### config.mk
export PLATFORM = sky130hd
export DESIGN_NAME = tst_datapath
export DESIGN_NICKNAME = d
export VERILOG_FILES = /design/src/tst_pkg.sv /design/src/tst_rem.sv /design/src/tst_datapath.sv
export SDC_FILE = /design/constraint.sdc
export NUM_CORES = 2
export LEC_CHECK = 0
export BUFFER_PORTS_ARGS = -buffer_cell sky130_fd_sc_hd__clkbuf_2
export CAP_MARGIN = 20
export CORE_ASPECT_RATIO = 1.5
export CORE_MARGIN = 4
export CORE_UTILIZATION = 40
export CTS_BUF_LIST = sky130_fd_sc_hd__clkbuf_4 sky130_fd_sc_hd__clkbuf_8
export CTS_CLUSTER_SIZE = 12
export DETAILED_ROUTE_END_ITERATION = 8
export SYNTH_ARGS = -nofsm -noshare
export SYNTH_HDL_FRONTEND = slang
export SYNTH_HIERARCHICAL = 1
export SYNTH_SLANG_ARGS = --single-unit
### constraint.sdc
create_clock -name clk -period 10.55 [get_ports clk]
set_input_delay 1.055 -clock clk [delete_from_list [all_inputs] [get_ports clk]]
set_output_delay 1.055 -clock clk [all_outputs]
set_load 0.02 [all_outputs]
### src/tst_pkg.sv
// Shared types, operation codes and constants of the timer slot table.
package tst_pkg;

    localparam int SLOTS_DEF       = 16;
    localparam int HANDLE_BITS_DEF = 8;

    localparam logic [63:0] RESET_STEP = 64'd1000000;

    localparam logic [2:0] OP_TICK     = 3'd0;
    localparam logic [2:0] OP_START    = 3'd1;
    localparam logic [2:0] OP_CANCEL   = 3'd2;
    localparam logic [2:0] OP_QUERY    = 3'd3;
    localparam logic [2:0] OP_INIT     = 3'd4;
    localparam logic [2:0] OP_SHUTDOWN = 3'd5;

    localparam int TDATA_BITS = 208;

    typedef struct packed {
        logic capture;
        logic tick_upd;
        logic do_init;
        logic do_shut;
        logic free_clr;
        logic rd;
        logic drop;
        logic note_free;
        logic retire;
        logic rem_start;
        logic dl_write;
        logic alloc;
        logic emit_exp;
        logic emit_stat;
    } tst_cmd_t;

    typedef struct packed {
        logic [2:0] op;
        logic       ready;
        logic       used;
        logic       due;
        logic       match;
        logic       per;
        logic       rem_done;
        logic       found;
        logic       out_free;
    } tst_sts_t;

endpackage

### src/tst_rem.sv
// Iterative restoring remainder unit, one dividend bit per cycle.
module tst_rem (
    input  logic        clk,
    input  logic        rst_n,
    input  logic        start,
    input  logic [63:0] dividend,
    input  logic [63:0] divisor,
    output logic        done,
    output logic [63:0] rem
);

    logic [63:0] rem_reg, rem_next;
    logic [63:0] dvd_reg, dvd_next;
    logic [63:0] div_reg, div_next;
    logic [6:0]  cnt_reg, cnt_next;
    logic        done_reg, done_next;
    logic [64:0] trial;

    assign trial = {rem_reg, dvd_reg[63]};

    always_comb
    begin
        rem_next  = rem_reg;
        dvd_next  = dvd_reg;
        div_next  = div_reg;
        cnt_next  = cnt_reg;
        done_next = 1'b0;
        if (start)
        begin
            rem_next = '0;
            dvd_next = dividend;
            div_next = divisor;
            cnt_next = 7'd64;
        end
        else if (cnt_reg != 7'd0)
        begin
            if (trial >= {1'b0, div_reg})
                rem_next = 64'(trial - {1'b0, div_reg});
            else
                rem_next = trial[63:0];
            dvd_next = {dvd_reg[62:0], 1'b0};
            cnt_next = cnt_reg - 7'd1;
            done_next = (cnt_reg == 7'd1);
        end
    end

    always_ff @(posedge clk or negedge rst_n)
    begin
        if (!rst_n)
        begin
            cnt_reg  <= '0;
            done_reg <= 1'b0;
        end
        else
        begin
            cnt_reg  <= cnt_next;
            done_reg <= done_next;
        end
    end

    always_ff @(posedge clk)
    begin
        rem_reg <= rem_next;
        dvd_reg <= dvd_next;
        div_reg <= div_next;
    end

    assign done = done_reg;
    assign rem  = rem_reg;

endmodule

### src/tst_datapath.sv
// Datapath: clock registers, slot storage, deadline advance and output register.
module tst_datapath #(
    parameter int SLOTS       = tst_pkg::SLOTS_DEF,
    parameter int HANDLE_BITS = tst_pkg::HANDLE_BITS_DEF,
    localparam int IW = (SLOTS > 1) ? $clog2(SLOTS) : 1,
    localparam int HW = (HANDLE_BITS < 8) ? HANDLE_BITS : 8
) (
    input  logic                       clk,
    input  logic                       rst_n,
    input  tst_pkg::tst_cmd_t          cmd,
    input  logic [IW-1:0]              idx,
    output tst_pkg::tst_sts_t          sts,
    input  logic [tst_pkg::TDATA_BITS-1:0] in_data,
    input  logic [2:0]                 in_op,
    output logic                       out_valid,
    input  logic                       out_ready,
    output logic [tst_pkg::TDATA_BITS-1:0] out_data,
    output logic                       out_kind,
    output logic                       out_last
);

    // Captured input word.
    logic [2:0]    op_reg;
    logic [63:0]   delta_reg, delay_reg, iv_reg;
    logic [HW-1:0] h_reg;
    logic          per_reg;

    // Clock state.
    logic [63:0] now_reg, now_next;
    logic [63:0] cnt_reg, cnt_next;
    logic [63:0] fine_reg, fine_next;
    logic        ready_reg, ready_next;
    logic [SLOTS-1:0] used_reg, used_next;

    // Free slot tracking for start.
    logic          found_reg, found_next;
    logic [IW-1:0] free_idx_reg;

    // Slot memory and its registered read port.
    logic [HW-1:0] mem_h   [SLOTS];
    logic [63:0]   mem_dl  [SLOTS];
    logic [63:0]   mem_iv  [SLOTS];
    logic          mem_per [SLOTS];
    logic [HW-1:0] rd_h;
    logic [63:0]   rd_dl, rd_iv;
    logic          rd_per;

    // Remainder unit and deadline advance.
    logic        rem_done;
    logic [63:0] rem;
    logic [63:0] gap;
    logic [64:0] step_sum;
    logic [63:0] new_dl;

    // Output register.
    logic        ov_reg, ov_next;
    logic        okind_reg, olast_reg;
    logic [tst_pkg::TDATA_BITS-1:0] odata_reg;
    logic        out_free;
    logic        stat_bit;

    assign gap      = now_reg - rd_dl;
    assign step_sum = {1'b0, gap} + {1'b0, 64'(rd_iv - rem)};
    assign new_dl   = (step_sum > {1'b0, ~rd_dl}) ? '1 : 64'(now_reg - rem + rd_iv);

    tst_rem u_rem (
        .clk      (clk),
        .rst_n    (rst_n),
        .start    (cmd.rem_start),
        .dividend (gap),
        .divisor  (rd_iv),
        .done     (rem_done),
        .rem      (rem)
    );

    always_ff @(posedge clk)
    begin
        if (cmd.capture)
        begin
            op_reg    <= in_op;
            delta_reg <= in_data[63:0];
            h_reg     <= in_data[64 +: HW];
            delay_reg <= in_data[135:72];
            iv_reg    <= in_data[199:136];
            per_reg   <= in_data[200];
        end
    end

    always_comb
    begin
        now_next   = now_reg;
        cnt_next   = cnt_reg;
        fine_next  = fine_reg;
        ready_next = ready_reg;
        used_next  = used_reg;
        found_next = found_reg;
        if (cmd.tick_upd)
        begin
            now_next = now_reg + delta_reg;
            cnt_next = cnt_reg + 64'd1;
            if (delta_reg != 64'd0 && (fine_reg == 64'd0 || delta_reg < fine_reg))
                fine_next = delta_reg;
        end
        if (cmd.do_init)
        begin
            now_next   = '0;
            cnt_next   = '0;
            fine_next  = tst_pkg::RESET_STEP;
            used_next  = '0;
            ready_next = 1'b1;
        end
        if (cmd.do_shut)
        begin
            used_next  = '0;
            ready_next = 1'b0;
        end
        if (cmd.drop || cmd.retire)
            used_next[idx] = 1'b0;
        if (cmd.free_clr)
            found_next = 1'b0;
        if (cmd.note_free)
            found_next = 1'b1;
        if (cmd.alloc && found_reg)
            used_next[free_idx_reg] = 1'b1;
    end

    always_ff @(posedge clk or negedge rst_n)
    begin
        if (!rst_n)
        begin
            now_reg   <= '0;
            cnt_reg   <= '0;
            fine_reg  <= tst_pkg::RESET_STEP;
            ready_reg <= 1'b1;
            used_reg  <= '0;
            found_reg <= 1'b0;
        end
        else
        begin
            now_reg   <= now_next;
            cnt_reg   <= cnt_next;
            fine_reg  <= fine_next;
            ready_reg <= ready_next;
            used_reg  <= used_next;
            found_reg <= found_next;
        end
    end

    always_ff @(posedge clk)
    begin
        if (cmd.note_free && !found_reg)
            free_idx_reg <= idx;
    end

    always_ff @(posedge clk)
    begin
        if (cmd.alloc && found_reg)
        begin
            mem_h[free_idx_reg]   <= h_reg;
            mem_dl[free_idx_reg]  <= now_reg + delay_reg;
            mem_iv[free_idx_reg]  <= iv_reg;
            mem_per[free_idx_reg] <= per_reg;
        end
        else if (cmd.dl_write)
        begin
            mem_dl[idx] <= new_dl;
        end
        if (cmd.rd)
        begin
            rd_h   <= mem_h[idx];
            rd_dl  <= mem_dl[idx];
            rd_iv  <= mem_iv[idx];
            rd_per <= mem_per[idx];
        end
    end

    // A status word reports a failed start when no slot was free.
    assign stat_bit = (op_reg == tst_pkg::OP_START) && !found_reg;
    assign out_free = !ov_reg || out_ready;

    always_comb
    begin
        ov_next = ov_reg;
        if (cmd.emit_exp || cmd.emit_stat)
            ov_next = 1'b1;
        else if (out_ready)
            ov_next = 1'b0;
    end

    always_ff @(posedge clk or negedge rst_n)
    begin
        if (!rst_n)
            ov_reg <= 1'b0;
        else
            ov_reg <= ov_next;
    end

    always_ff @(posedge clk)
    begin
        if (cmd.emit_exp || cmd.emit_stat)
        begin
            okind_reg <= cmd.emit_exp;
            olast_reg <= cmd.emit_stat;
            odata_reg <= {7'd0, fine_next, cnt_next, now_next,
                          cmd.emit_exp ? 8'(rd_h) : 8'd0,
                          cmd.emit_exp ? 1'b0 : stat_bit};
        end
    end

    assign sts.op       = op_reg;
    assign sts.ready    = ready_reg;
    assign sts.used     = used_reg[idx];
    assign sts.due      = (rd_dl <= now_reg);
    assign sts.match    = (rd_h == h_reg);
    assign sts.per      = rd_per && (rd_iv != 64'd0);
    assign sts.rem_done = rem_done;
    assign sts.found    = found_reg;
    assign sts.out_free = out_free;

    assign out_valid = ov_reg;
    assign out_data  = odata_reg;
    assign out_kind  = okind_reg;
    assign out_last  = olast_reg;

endmodule

==> out/summary.txt <==
Final HPWL DP - 300000 µm
Routed WL - 439000 µm
power share of the combinational group - 0.389
H-tree depth - 5
period utilization - 0.941
DRC viols - 0
Chip Width - 504 µm
RSZ-0062 raised after global routing - no
pin count of the biggest net entering global routing - 141
Slew Viols, Final - 0
Cell Rows - 272
Sw Pwr - 16.4 mW
prevailing post-synth register cell - edfxtp_1
global-route wire length before repair - 634000 µm
Non-Filler Instances - 15700
DR pass1 iterations - 6
sw frac - 0.370
Max Fclk - 101 MHz
Clk pin slew, worst setup/hold paths - 0.07 ns
DR iter-0 viols - 8545
vias in the first global route - 92600
clock share of power - 0.236
setup_tns - 0 ns
worst-margin pin slew - 1.23 ns
CP max stage cell - o41ai_1
sequential cell fraction of total power - 0.375
Worst slew margin - 0.173
Core ar. - 367000 µm²
register area share after synthesis - 0.630
Die Y-Extent - 752 µm
asr flop ratio synth - 0.0695
commonest non-fill, non-tap cell in the layout - edfxtp_1
class of the worst hold path - input pin to flip-flop
Synth Warn # - 6
Tmin final - 9.93 ns
via count - 90300
power per cell area - 266 nW/µm²
Critical Path AT - 10.68 ns
Core Util, Final - 0.454
clock skew - 0.158 ns
Leak - 61.1 nW
CTS buffer count - 470
Nets - 11300
IO buf count - 439
Power, Total - 44.3 mW
DP Cell Count - 14800
IO Pins - 454
clk buf depth - 4
global route overflow - 0
Synth Register Bits - 3151
Post-CTS Setup Bufs - 0
instance count of the mapped netlist - 9677
data required time at the worst endpoint - 11.30 ns
number of synthesized flops with an enable pin - 2868
initial cell density of the core - 0.403
Mapped Avg Cell Area - 15.2 µm²
Hold Worst Slack - 0.137 ns
most frequent cells in the layout - 2868 x edfxtp_1, 690 x mux4_2, 639 x inv_1
worst vdd ir - 0.159 mV
Root Buffer - clkbuf_8
drt via density - 5.77
Worst-Skew Late Latency - 1.14 ns
Setup violations, final - 0
Int Power - 27.9 mW
CP Max Fanout - 16
CP Launch Type - flip-flop
RePlAce Congestion - 1.01
Crit path largest cell delay - 0.60 ns
Synth cell types - 116
share of cells above drive strength 1 - 0.218
synthesized cell area - 148000 µm²
Die ar. - 379000 µm²
post-route ant nets - 0
drt wl/cell - 28.1 µm
status - finished clean
initial antenna violation count - 42
CP Class - flip-flop to flip-flop
final number of hold-violating endpoints - 0
Area Overhead vs Synth - 12.8%
GRT Resource Usage Total - 0.227
CTS tree - yes
# clock sinks - 3151
Worst Setup End Kind - flip-flop
MaxCap Viol Count - 0
==> routing by layer <==
layer | part of all wire | GRT usage | vias up
li1 | - | - | 39300
met1 | 0.39 | 0.282 | 46600
met2 | 0.50 | 0.396 | 3532
met3 | 0.063 | 0.0341 | 857
met4 | 0.047 | 0.0946 | 12
met5 | 0.00018 | 0 | -
==> logic make-up after synthesis <==
| logic type | Yosys count | share of synthesized area |
|---|---|---|
| other | 1 | 0.0000254 |
| AND/OR/NAND/NOR | 1747 | 0.0574 |
| XOR/XNOR | 464 | 0.0276 |
| flip-flops | 3151 | 0.630 |
| multiplexers | 868 | 0.118 |
| adder cells (fa/ha/maj) | 643 | 0.0580 |
| AO/OA/AOI/OAI | 1769 | 0.0814 |
| buffers and inverters | 1034 | 0.0279 |
==> Yosys cell counts (64+ instances only) <==
| cell type | n | share of area |
|---|---|---|
| a211oi_1 | 91 | 0.0046 |
| a21o_1 | 341 | 0.017 |
| a21oi_1 | 502 | 0.017 |
| a31oi_1 | 68 | 0.0029 |
| and3_1 | 71 | 0.0030 |
| clkbuf_1 | 276 | 0.0070 |
| dfrtp_1 | 211 | 0.036 |
| dfxtp_1 | 64 | 0.0087 |
| edfxtp_1 | 2868 | 0.58 |
| fa_1 | 69 | 0.0094 |
| ha_1 | 574 | 0.049 |
| inv_1 | 639 | 0.016 |
| mux2_2 | 66 | 0.0050 |
| mux2i_1 | 111 | 0.0075 |
| mux4_2 | 690 | 0.11 |
| nand2_1 | 353 | 0.0090 |
| nand3_1 | 125 | 0.0042 |
| nand4_1 | 137 | 0.0058 |
| nor2_1 | 579 | 0.015 |
| nor3_1 | 134 | 0.0045 |
| nor4_1 | 69 | 0.0029 |
| o21ai_0 | 246 | 0.0083 |
| o21bai_1 | 77 | 0.0039 |
| xnor2_1 | 283 | 0.017 |
| xor2_1 | 180 | 0.011 |
==> path summary, 6_finish.rpt <==
check,slack (ns),to,from,cells after the start
worst max-delay path,0.62,mem_dl[14][8],rd_iv[0],39
worst min-delay path,0.14,iv_reg[32],in_data[168],1
worst max register to register,0.62,mem_dl[14][8],rd_iv[0],39
worst min register to register,0.49,u_rem/cnt_reg[6],u_rem/cnt_reg[6],1
max in group asynchronous,8.45,u_rem/cnt_reg[0],rst_n,3
min in group asynchronous,0.61,fine_reg[31],rst_n,2
==> final cells by class <==
| class | count | area [µm²] |
|---|---|---|
| Antenna cell | 18 | 45.0 |
| Clock buffer | 616 | 7730 |
| Clock inverter | 246 | 2030 |
| Fill cell | 31900 | 200000 |
| Inverter | 641 | 2410 |
| Multi-Input combinational cell | 5498 | 50900 |
| Sequential cell | 3151 | 92900 |
| Tap cell | 4795 | 6000 |
| Timing Repair Buffer | 698 | 4450 |
==> what timing repair did <==
action	CTS	global route
resized for setup	0	3
endpoints found under the setup margin	0	46
hold buffers	21	0
hold endpoints to repair	72	0
==> worst max-delay path, delay by kind of cell (launching register included) <==
family	cells	cell delay [ns]
AO/OA/AOI/OAI	24	5.69
AND/OR/NAND/NOR	6	1.27
adder cells (fa/ha/maj)	3	1.00
buffers and inverters	4	0.78
flip-flops	1	0.45
XOR/XNOR	2	0.26
==> through the flow <==
stage	setup slack [ns]	instance area [µm²]
after floorplan	2.71	148000
after global placement	0.585	156000
after detailed placement	0.792	156000
after CTS	0.621	166000
after global routing	0.0721	166000
final	0.621	166000
==> power groups by stage <==
stage	logic, mW	clock network (mW)	registers (mW)
finish	17.2	10.4	16.6
global route	18.7	11.2	16.7
CTS	17.1	10.7	16.6
detailed placement	17.0	0	16.9
global placement	16.8	0	16.8
floorplan	11.6	0	16.5
No activity file was read; power rests on OpenSTA's default activity.
