**config.mk**
```make
export PLATFORM = sky130hd
export DESIGN_NAME = tst_ctrl
export DESIGN_NICKNAME = d
export VERILOG_FILES = /design/src/tst_pkg.sv /design/src/tst_ctrl.sv
export SDC_FILE = /design/constraint.sdc
export NUM_CORES = 1
export LEC_CHECK = 0
export BUFFER_PORTS_ARGS = -buffer_cell sky130_fd_sc_hd__buf_2
export CAP_MARGIN = 20
export CELL_PAD_IN_SITES_DETAIL_PLACEMENT = 1
export CELL_PAD_IN_SITES_GLOBAL_PLACEMENT = 1
export CORE_MARGIN = 2
export CORE_UTILIZATION = 32
export CTS_BUF_LIST = sky130_fd_sc_hd__clkbuf_4 sky130_fd_sc_hd__clkbuf_8 sky130_fd_sc_hd__clkbuf_16
export CTS_CLUSTER_SIZE = 24
export DETAILED_ROUTE_END_ITERATION = 7
export PLACE_DENSITY_LB_ADDON = 0.1
export SLEW_MARGIN = 20
export SYNTH_ARGS = -nofsm -noshare
export SYNTH_HDL_FRONTEND = slang
export SYNTH_SLANG_ARGS = --single-unit
```
**constraint.sdc**
```tcl
create_clock -name clk -period 4.7 [get_ports clk]
set_input_delay 0.47 -clock clk [delete_from_list [all_inputs] [get_ports clk]]
set_output_delay 0.47 -clock clk [all_outputs]
set_load 0.01 [all_outputs]
```
**src/tst_pkg.sv**
```systemverilog
// Shared types, operation codes and constants of the timer slot table.
package tst_pkg;

    localparam int SLOTS_DEF       = 16;
    localparam int HANDLE_BITS_DEF = 8;

    localparam logic [63:0] RESET_STEP = 64'd1000000;

    localparam logic [2:0] OP_TICK     = 3'd0;
    localparam logic [2:0] OP_START    = 3'd1;
    localparam logic [2:0] OP_CANCEL   = 3'd2;
    localparam logic [2:0] OP_QUERY    = 3'd3;
    localparam logic [2:0] OP_INIT     = 3'd4;
    localparam logic [2:0] OP_SHUTDOWN = 3'd5;

    localparam int TDATA_BITS = 208;

    typedef struct packed {
        logic capture;
        logic tick_upd;
        logic do_init;
        logic do_shut;
        logic free_clr;
        logic rd;
        logic drop;
        logic note_free;
        logic retire;
        logic rem_start;
        logic dl_write;
        logic alloc;
        logic emit_exp;
        logic emit_stat;
    } tst_cmd_t;

    typedef struct packed {
        logic [2:0] op;
        logic       ready;
        logic       used;
        logic       due;
        logic       match;
        logic       per;
        logic       rem_done;
        logic       found;
        logic       out_free;
    } tst_sts_t;

endpackage

```
**src/tst_ctrl.sv**
```systemverilog
// Controller: sequences each operation over the slot table.
module tst_ctrl #(
    parameter int SLOTS = tst_pkg::SLOTS_DEF,
    localparam int IW = (SLOTS > 1) ? $clog2(SLOTS) : 1
) (
    input  logic              clk,
    input  logic              rst_n,
    input  logic              in_valid,
    output logic              in_ready,
    input  tst_pkg::tst_sts_t sts,
    output tst_pkg::tst_cmd_t cmd,
    output logic [IW-1:0]     idx
);

    localparam logic [2:0] S_IDLE  = 3'd0;
    localparam logic [2:0] S_DISP  = 3'd1;
    localparam logic [2:0] S_RD    = 3'd2;
    localparam logic [2:0] S_EV    = 3'd3;
    localparam logic [2:0] S_DIV   = 3'd4;
    localparam logic [2:0] S_EMIT  = 3'd5;
    localparam logic [2:0] S_ALLOC = 3'd6;
    localparam logic [2:0] S_STAT  = 3'd7;

    logic [2:0]    state_reg, state_next;
    logic [IW-1:0] idx_reg, idx_next;
    logic          last_slot;
    logic [2:0]    after_scan;

    assign last_slot  = (idx_reg == IW'(SLOTS - 1));
    assign after_scan = (sts.op == tst_pkg::OP_START) ? S_ALLOC : S_STAT;

    always_comb
    begin
        cmd        = '0;
        state_next = state_reg;
        idx_next   = idx_reg;
        in_ready   = 1'b0;
        unique case (state_reg)
            S_IDLE:
            begin
                in_ready = 1'b1;
                if (in_valid)
                begin
                    cmd.capture = 1'b1;
                    state_next  = S_DISP;
                end
            end
            S_DISP:
            begin
                idx_next   = '0;
                state_next = S_STAT;
                priority case (sts.op)
                    tst_pkg::OP_TICK:
                    begin
                        if (sts.ready)
                        begin
                            cmd.tick_upd = 1'b1;
                            state_next   = S_RD;
                        end
                    end
                    tst_pkg::OP_START, tst_pkg::OP_CANCEL:
                    begin
                        cmd.free_clr = 1'b1;
                        state_next   = S_RD;
                    end
                    tst_pkg::OP_INIT:     cmd.do_init = 1'b1;
                    tst_pkg::OP_SHUTDOWN: cmd.do_shut = 1'b1;
                    default: ;
                endcase
            end
            S_RD:
            begin
                cmd.rd     = 1'b1;
                state_next = S_EV;
            end
            S_EV:
            begin
                if (sts.op == tst_pkg::OP_TICK && sts.used && sts.due)
                begin
                    if (sts.per)
                    begin
                        cmd.rem_start = 1'b1;
                        state_next    = S_DIV;
                    end
                    else
                    begin
                        cmd.retire = 1'b1;
                        state_next = S_EMIT;
                    end
                end
                else
                begin
                    if (sts.op != tst_pkg::OP_TICK)
                    begin
                        cmd.drop      = sts.used && sts.match;
                        cmd.note_free = !sts.used || sts.match;
                    end
                    if (last_slot)
                        state_next = after_scan;
                    else
                    begin
                        idx_next   = idx_reg + IW'(1);
                        state_next = S_RD;
                    end
                end
            end
            S_DIV:
            begin
                if (sts.rem_done)
                begin
                    cmd.dl_write = 1'b1;
                    state_next   = S_EMIT;
                end
            end
            S_EMIT:
            begin
                if (sts.out_free)
                begin
                    cmd.emit_exp = 1'b1;
                    if (last_slot)
                        state_next = S_STAT;
                    else
                    begin
                        idx_next   = idx_reg + IW'(1);
                        state_next = S_RD;
                    end
                end
            end
            S_ALLOC:
            begin
                cmd.alloc  = 1'b1;
                state_next = S_STAT;
            end
            S_STAT:
            begin
                if (sts.out_free)
                begin
                    cmd.emit_stat = 1'b1;
                    state_next    = S_IDLE;
                end
            end
            default: state_next = S_IDLE;
        endcase
    end

    always_ff @(posedge clk or negedge rst_n)
    begin
        if (!rst_n)
        begin
            state_reg <= S_IDLE;
            idx_reg   <= '0;
        end
        else
        begin
            state_reg <= state_next;
            idx_reg   <= idx_next;
        end
    end

    assign idx = idx_reg;

endmodule

```
==> results_dict.tcl, run 1 <==
set metrics [dict create \
    status "complete, no violations" \
    layout-drive-gt1-share_pct 34.8 \
    nets 131 \
    slew_violations 0 \
    ir_drop_uv 331 \
    dr_wl_met3_um 111 \
    first_pass_iters 3 \
    cts-root-buf "clkbuf_4" \
    cts.hold.buffers_added 0 \
    grt_pass1_vias 709 \
    wl_met2_um 788 \
    ys.warnings.count 0 \
    synth_top_family_by_area "simple AND/OR/NAND/NOR gates" \
    drc 0 \
    utilization_pct 43.4 \
    io_pins 33 \
    cts_buffer_depth 2 \
    synth_area_sq_um 644 \
    r2r_cells 5 \
    finalWeightedCongestion 0.734 \
    cts_buffers 3 \
    post-cts-setup-buffers 0 \
    setup_viol 0 \
    die_h_um 48.9 \
    drt_iter0_markers 9 \
    min_period_over_period_pct 47.1 \
    ys.flop_type "dfrtp_1" \
    synth_top_area_share_pct 27.2 \
    synth_compound_area_share_pct 24.5 \
    synth_fa_ha_area_share_pct 1.94 \
    ys_ff_latch 7 \
    min_period_ns 2.21 \
    max_freq_mhz 452 \
    cp_max_fo 16 \
    synth_mux_area_share_pct 1.75 \
    critical_path_class "reg -> out" \
    core-area_sq_um 1920 \
    rr_startpoint "idx[0]" \
    antenna_found_initial 0 \
    insertion_delay_ns 0.26 \
    grt_usage_pct 17.1 \
    synthesis.nets 100 \
    rows 16 \
    wirelength_mm 1.83 \
    synth-simple-area-share_pct 35.7 \
    rr_endpoint "idx[3]" \
    die_area_sq_um 2390 \
    dieWidth_um 48.9 \
    ys_async_sr_fraction_pct 100 \
    start_util_pct 33.5 \
    synth-edff-count 0 \
    dpl.hpwl_mm 1.45 \
    antenna_cells 0 \
    ys_seq_area_share_pct 27.2 \
    portBuffers 31 \
    ys_types 38 \
    grt_overflow 0 \
    vias_per_cell 5.28 \
    p_leak_nw 0.405 \
    finalHoldViolCount 0 \
    highest-signal-layer "met3" \
    drt-wirelength-per-cell_um 12.9 \
    worst_slew_pin_slew_ns 0.673 \
    fillerInstances 268 \
    synthTopCellsByArea "dfrtp_1 (27%), a21oi_1 (4.7%), nand2_1 (4.7%)" \
    grt_max_degree 24 \
    fin_skew_ns 0.00477 \
    cts_tree "done" \
    clk_pin_slew_ns 0.06 \
    rsz0062_at_grt "no" \
    required_ns 4.23 \
    largest_reg_flops 4 \
    dp_slack_ns 2.70 \
    grt_pass1_wl_mm 3.28 \
    holdCritPathClass "in -> async" \
    end_kind "output port" \
    cp-start-kind "flip-flop" \
    fin_ws_ns 2.49 \
    yosys.area.top_type "dfrtp_1" \
    htreeDepth 1 \
    ant_nets 0 \
    power_density_nw_per_um2 540 \
    slew_headroom_pct 55.1 \
    cts_num_sinks 7 \
    synthXorXnorAreaFrac_pct 1.36 \
    syn_avg_cell_area_sq_um 7.58 \
    synthTopCellsByCount "nand2_1 (8), nor2_1 (8), dfrtp_1 (7)" \
    worstPathArrival_ns 1.74 \
    cts_resized 0 \
    cap_violations 0 \
    met1_length_um 934 \
    synthCells 85 \
    r2r_setup_slack_ns 2.92 \
    vias 750 \
    setup-tns-final_ns 0 \
    area_delta_synth_final_pct 29.5 \
]
worst max-delay path: stages, from the launching register on:
cell	delay, ns
dfrtp_1	0.64
nand2b_1	0.17
nor2_1	0.28
nand2_1	0.11
nor3_1	0.13
buf_2	0.15
layout make-up:
| cell class | instances | area (sq um) | share of cell area (%) |
|---|---|---|---|
| clock buffer | 3 | 22.5 | 2.70 |
| timing repair buffer | 31 | 155 | 18.6 |
| multi-input combinational | 67 | 420 | 50.4 |
| sequential | 7 | 175 | 21.0 |
| clock inverter | 1 | 5.00 | 0.600 |
| inverter | 6 | 22.5 | 2.70 |
| tap | 27 | 33.8 | 4.05 |
per-layer routing:
metal / vias to the layer above / GRT usage, %
li1: 382 / -
met1: 349 / 23.5
met2: 19 / 26.5
met3: 0 / 5.83
met4: 0 / 2.86
met5: - / 0
report_power, final:
part | internal [mW] | switching, mW | total [mW]
Clock | 0.0312 | 0.0254 | 0.0566
Sequential | 0.0895 | 0.0748 | 0.164
Combinational | 0.109 | 0.121 | 0.230
layout by cell type (no fill, tap or decap), types with 2 or more instances in the layout:
master and n:
inv_1 6, clkbuf_4 3, dfrtp_1 7, o31ai_1 2, nor2_1 8, a21oi_1 6
nor4_1 4, nand2_1 8, buf_2 31, a211oi_1 2, nor3_1 4, nand2b_1 2
and2_1 3, o21ai_0 3, o211ai_1 2, nand3_1 2
metrics by stage:
| step | area [sq um] | cells | hold slack [ns] | power, mW |
|---|---|---|---|---|
| after global placement | 807 | 138 | 0.315 | 0.393 |
| final | 835 | 142 | 0.0369 | 0.451 |
| after global routing | 835 | 142 | 0.0388 | 0.498 |
| after detailed placement | 807 | 138 | 0.318 | 0.397 |
| after CTS | 835 | 142 | 0.0352 | 0.457 |
| after floorplan | 644 | 85 | 0.174 | 0.316 |
cell families (layout without fill, tap and decap cells):
kind of cell               after synthesis  in the layout
adders and majority gates                1              1
AOI/OAI and AO/OA                       23             23
buffers and inverters                   11             41
DFF                                      7              7
muxes                                    1              1
xor gates and xnor gates                 1              1
and+or+nand+nor                         41             41
worst max-delay path by stage:
stage | start | to | slack, ns | depth (start not counted)
after global routing | state_reg[0] | cmd[11] | 2.27 | 5
after floorplan | state_reg[1] | cmd[6] | 2.80 | 3
final | state_reg[0] | cmd[11] | 2.49 | 5
after detailed placement | sts[10] | cmd[4] | 2.70 | 5
after global placement | sts[10] | cmd[5] | 2.73 | 5
after CTS | state_reg[0] | cmd[11] | 2.45 | 5
Note: power is estimated with default switching activity, not from simulation.
==> run 2: changes to the inputs <==
Settings changed: ABC_AREA set to 1, CORE_UTILIZATION 32 to 31.
Clock period 4.7 ns to 2.3 ns, I/O delays scaled along.
==> results_dict.tcl, run 2 <==
set metrics [dict create \
    status "complete, no violations" \
    largest_reg_flops 4 \
    setup-tns-final_ns 0 \
    die_h_um 53.7 \
    dieWidth_um 53.7 \
    r2r_setup_slack_ns 0.76 \
    first_pass_iters 4 \
    r2r_cells 6 \
    placed_cell_area_sq_um 937 \
    cts_buffers 3 \
    finalHoldViolCount 0 \
    rr_endpoint "state_reg[2]" \
    ir_drop_uv 497 \
    worstPathArrival_ns 1.59 \
    slew_headroom_pct 62.3 \
    drc 0 \
    fin_skew_ns 0.000962 \
    insertion_delay_ns 0.24 \
    die_area_sq_um 2890 \
    wirelength_mm 1.97 \
    cp-start-kind "flip-flop" \
    min_period_over_period_pct 78.9 \
    cap_violations 0 \
    grt_pass1_vias 776 \
    synth-edff-count 0 \
    cp_max_fo 9 \
    end_kind "output port" \
    layout-drive-gt1-share_pct 34.0 \
    dp_cells 175 \
    max_freq_mhz 551 \
    nets 166 \
    min_period_ns 1.82 \
    vias_per_cell 4.66 \
    cts_tree "done" \
    ys.warnings.count 0 \
    cts_resized 0 \
    start_util_pct 31.8 \
    ys_seq_area_share_pct 22.8 \
    rr_startpoint "state_reg[2]" \
    ys.flop_type "dfrtp_1" \
    cts_num_sinks 7 \
    critical_path_class "reg -> out" \
    cts_buffer_depth 2 \
    dpl.hpwl_mm 1.73 \
    synthesis.nets 131 \
    totalPowerFinal_mw 0.946 \
    switching_share_pct 52.2 \
    rsz0062_at_grt "no" \
    cts-root-buf "clkbuf_4" \
    dp_slack_ns 0.730 \
    vias 838 \
    clk_pin_slew_ns 0.05 \
    antenna_cells 0 \
    cts.hold.buffers_added 1 \
    ys_async_sr_fraction_pct 100 \
    antenna_found_initial 0 \
    synthTopCellsByArea "dfrtp_1 (23%), nand2_1 (14%), nor2_1 (8.3%)" \
    slew_violations 0 \
    setup_viol 0 \
    stdcell_area_sq_um 977 \
    grt_usage_pct 15.2 \
    htreeDepth 1 \
    holdCritPathClass "in -> reg" \
    ant_nets 0 \
    core-area_sq_um 2410 \
    fin_ws_ns 0.484 \
    power_density_nw_per_um2 968 \
    critPathCapture "cmd[5]" \
    pwr-share-clk_pct 12.4 \
    grt_pass1_wl_mm 3.16 \
    portBuffers 31 \
    finalWeightedCongestion 0.741 \
    required_ns 2.07 \
    grt_max_degree 11 \
    p_leak_nw 0.571 \
    yosysMostFrequentCell "nand2_1" \
    synthTopCellsByCount "nand2_1 (28), nor2_1 (17), inv_1 (16)" \
    drt-wirelength-per-cell_um 10.9 \
    ys_types 25 \
    syn_avg_cell_area_sq_um 6.61 \
    post-cts-setup-buffers 0 \
    startpoint "state_reg[2]" \
    final_cell_count_no_fill 180 \
    p_sw_mw 0.494 \
    ys_ff_latch 7 \
    p_seq_share_pct 29.1 \
    rows 18 \
    grt_overflow 0 \
    area_delta_synth_final_pct 27.4 \
    synth_top_area_share_pct 22.8 \
    final_common_cell "buf_2" \
    p_comb_share_pct 58.5 \
    io_pins 33 \
    yosys.area.top_type "dfrtp_1" \
    worst_slew_pin_slew_ns 0.565 \
    synthCells 116 \
    drt_iter0_markers 7 \
    mostFrequentLayoutCells "buf_2 (31), nand2_1 (28), nor2_1 (17)" \
    synth_area_sq_um 767 \
    intPower_mw 0.452 \
]
[run 2: cell types whose count changed in the layout (fill, tap and decap cells not counted), moves of 5 or more]
cell,previous run,this run
nand3_1,2,11
nand2_1,8,28
a21oi_1,6,1
inv_1,6,16
nor2_1,8,17
[run 2: cell type report]
| class | instances | area [sq um] |
|---|---|---|
| Timing Repair Buffer | 32 | 165 |
| Multi-Input combinational cell | 87 | 482 |
| Sequential cell | 7 | 175 |
| Inverter | 20 | 87.6 |
| Clock buffer | 4 | 30.0 |
| Fill cell | 330 | 1430 |
| Tap cell | 30 | 37.5 |
[run 2: metal layers]
metal / share of wire (%) / global-route usage [%] / wire length (um) / vias up
li1: - / - / - / 433
met1: 43 / 16.9 / 849 / 381
met2: 51 / 26.4 / 1010 / 20
met3: 3.8 / 2.50 / 74 / 4
met4: 1.7 / 9.83 / 33 / 0
met5: 0 / 0 / 0 / -
[run 2: worst max-delay path: stages (launching register included)]
cell and delay [ns]:
dfrtp_1 0.57, clkinv_8 0.14, nand3_4 0.11, nor2_2 0.21
inv_1 0.08, nor2_1 0.09, buf_2 0.14
[run 2: logic make-up after synthesis]
family,synth area share [%]
AO/OA/AOI/OAI,5.38
XOR/XNOR,2.28
adder cells (fa/ha/maj),1.63
buffers and inverters,14.4
flip-flops,22.8
AND/OR/NAND/NOR,53.5
[run 2: per-stage QoR]
step	hold WS [ns]	util, %
2_1_floorplan	-0.0656	-
3_3_place_gp	0.0636	38.9
3_5_place_dp	0.0649	38.9
4_1_cts	0.328	40.6
5_1_grt	0.362	40.6
6_report	0.349	40.6
[run 2: power by group through the flow]
stage | logic (mW) | registers (mW) | clock network, mW
after global placement | 0.546 | 0.274 | 0
final | 0.553 | 0.276 | 0.117
after CTS | 0.568 | 0.274 | 0.124
after detailed placement | 0.565 | 0.276 | 0
after global routing | 0.632 | 0.286 | 0.133
after floorplan | 0.499 | 0.210 | 0
[run 2: how the worst min path moves through the flow]
| stage | start | to | slack [ns] | cells past startpoint |
|---|---|---|---|---|
| 2_1_floorplan | rst_n | idx[0] | -0.07 | 0 |
| 3_3_place_gp | rst_n | idx[3] | 0.06 | 1 |
| 3_5_place_dp | rst_n | idx[3] | 0.06 | 1 |
| 4_1_cts | rst_n | idx[1] | 0.33 | 2 |
| 5_1_grt | rst_n | idx[1] | 0.36 | 2 |
| 6_report | sts[0] | state_reg[1] | 0.35 | 4 |
==> run 3: changes to the inputs <==
Settings changed: CORE_UTILIZATION 31 to 28.
Clock period 2.3 ns to 1.5 ns, I/O delays scaled along.
==> results_dict.tcl, run 3 (synthesized netlist as in run 2, its figures left out) <==
set metrics [dict create \
    critical_path_class "reg -> out" \
    placed_cell_area_sq_um 945 \
    r2r_cells 9 \
    nets 173 \
    rr_endpoint "idx[1]" \
    antenna_cells 0 \
    insertion_delay_ns 0.24 \
    mostFrequentLayoutCells "buf_2 (31), nand2_1 (28), inv_1 (15), nor2_1 (15), nand3_1 (11)" \
    cts-root-buf "clkbuf_4" \
    required_ns 1.35 \
    max_freq_mhz 694 \
    p_leak_nw 0.604 \
    min_period_ns 1.44 \
    clk_pin_slew_ns 0.05 \
    cts_buffer_depth 2 \
    layout-drive-gt1-share_pct 41.4 \
    startpoint "state_reg[2]" \
    hold_path_depth 4 \
    start_util_pct 30.1 \
    first_pass_iters 3 \
    cp_max_fo 6 \
    grt_usage_pct 12.3 \
    grt_pass1_wl_mm 3.28 \
    slew_violations 0 \
    setup_viol 0 \
    die_area_sq_um 3170 \
    dieWidth_um 56.3 \
    worstPathArrival_ns 1.29 \
    finalHoldViolCount 0 \
    min_period_over_period_pct 96.0 \
    fin_skew_ns 0.00171 \
    ir_drop_uv 1050 \
    status "complete, no violations" \
    htreeDepth 1 \
    fin_ws_ns 0.0593 \
    cp-start-kind "flip-flop" \
    worst_slew_pin_slew_ns 0.267 \
    holdCritPathClass "in -> reg" \
    die_h_um 56.3 \
    min_from "sts[0]" \
    antenna_found_initial 0 \
    dp_slack_ns 0.0593 \
    vias_per_cell 4.60 \
    end_kind "output port" \
    ant_nets 0 \
    holdPathEnd "state_reg[1]" \
    finalWeightedCongestion 0.760 \
    stdcell_area_sq_um 1070 \
    rr_startpoint "state_reg[2]" \
    rsz0062_at_grt "yes" \
    largest_reg_flops 4 \
    grt_max_degree 11 \
    slew_headroom_pct 82.2 \
    rows 18 \
    cts_buffers 3 \
    cap_violations 0 \
    cts_num_sinks 7 \
    core-area_sq_um 2540 \
    portBuffers 31 \
    r2r_setup_slack_ns 0.10 \
    grt_overflow 0 \
    drc 0 \
    io_pins 33 \
    grt_pass1_vias 773 \
    cts_tree "done" \
    area_delta_synth_final_pct 39.3 \
    wirelength_mm 1.96 \
    final_common_cell "buf_2" \
    setup-tns-final_ns 0 \
    vias 861 \
    dpl.hpwl_mm 1.68 \
    drt-wirelength-per-cell_um 10.5 \
    utilization_pct 42.0 \
    drt_iter0_markers 11 \
    power_density_nw_per_um2 1530 \
]
## run 3: changes by cell type in the layout (fill, tap and decap cells not counted), sizes merged
cell / before / now
buf: 31 / 38
## run 3: worst max-delay path by stage
stage,end,slack [ns],depth (start not counted)
3_3_place_gp,idx[1],0.10,7
3_5_place_dp,idx[1],0.06,7
4_1_cts,cmd[6],0.008,3
6_report,cmd[4],0.06,6
2_1_floorplan,idx[2],0.24,7
5_1_grt,cmd[4],-0.01,6
## run 3: worst max-delay path: stages (launching register included)
cell	delay, ns
dfrtp_2	0.47
clkinv_8	0.09
nand3_4	0.09
nor2_4	0.14
inv_2	0.05
nor2_2	0.08
buf_2	0.12
## run 3: metal layers
layer / share of wire, % / vias to the layer above / wire length (um) / track usage, %
met2: 49 / 12 / 962 / 20.7
met5: 0 / - / 0 / 0
met4: 0 / 0 / 0 / 1.02
met3: 2.7 / 0 / 54 / 2.76
li1: - / 452 / - / -
met1: 48 / 397 / 947 / 16.9
## run 3: cell type report
| class | instances | area (sq um) |
|---|---|---|
| clock buffer | 4 | 30.0 |
| timing repair buffer | 39 | 221 |
| multi-input combinational | 87 | 510 |
| sequential | 7 | 179 |
| tap | 30 | 37.5 |
| inverter | 20 | 90.1 |
| fill | 361 | 1480 |
## run 3: timing repair
action / in CTS / in global routing
pin swaps: 1 / 2
resized for setup: 5 / 7
endpoints found under the hold margin: 7 / 0
setup buffers: 1 / 5
endpoints found under the setup margin: 12 / 9
gates cloned: 0 / 0
hold buffers: 1 / 0
## run 3: report_power, final
part | leakage [nW] | switching, mW | internal [mW]
Clock | 0.0184 | 0.0621 | 0.119
Sequential | 0.0865 | 0.146 | 0.263
Combinational | 0.500 | 0.602 | 0.446
## run 3: per-stage QoR
step	power, mW	cells	hold WS [ns]
5_1_grt	1.81	187	0.262
2_1_floorplan	1.09	116	-0.146
6_report	1.64	187	0.245
3_3_place_gp	1.27	176	-0.00832
3_5_place_dp	1.29	176	-0.0112
4_1_cts	1.53	182	0.248
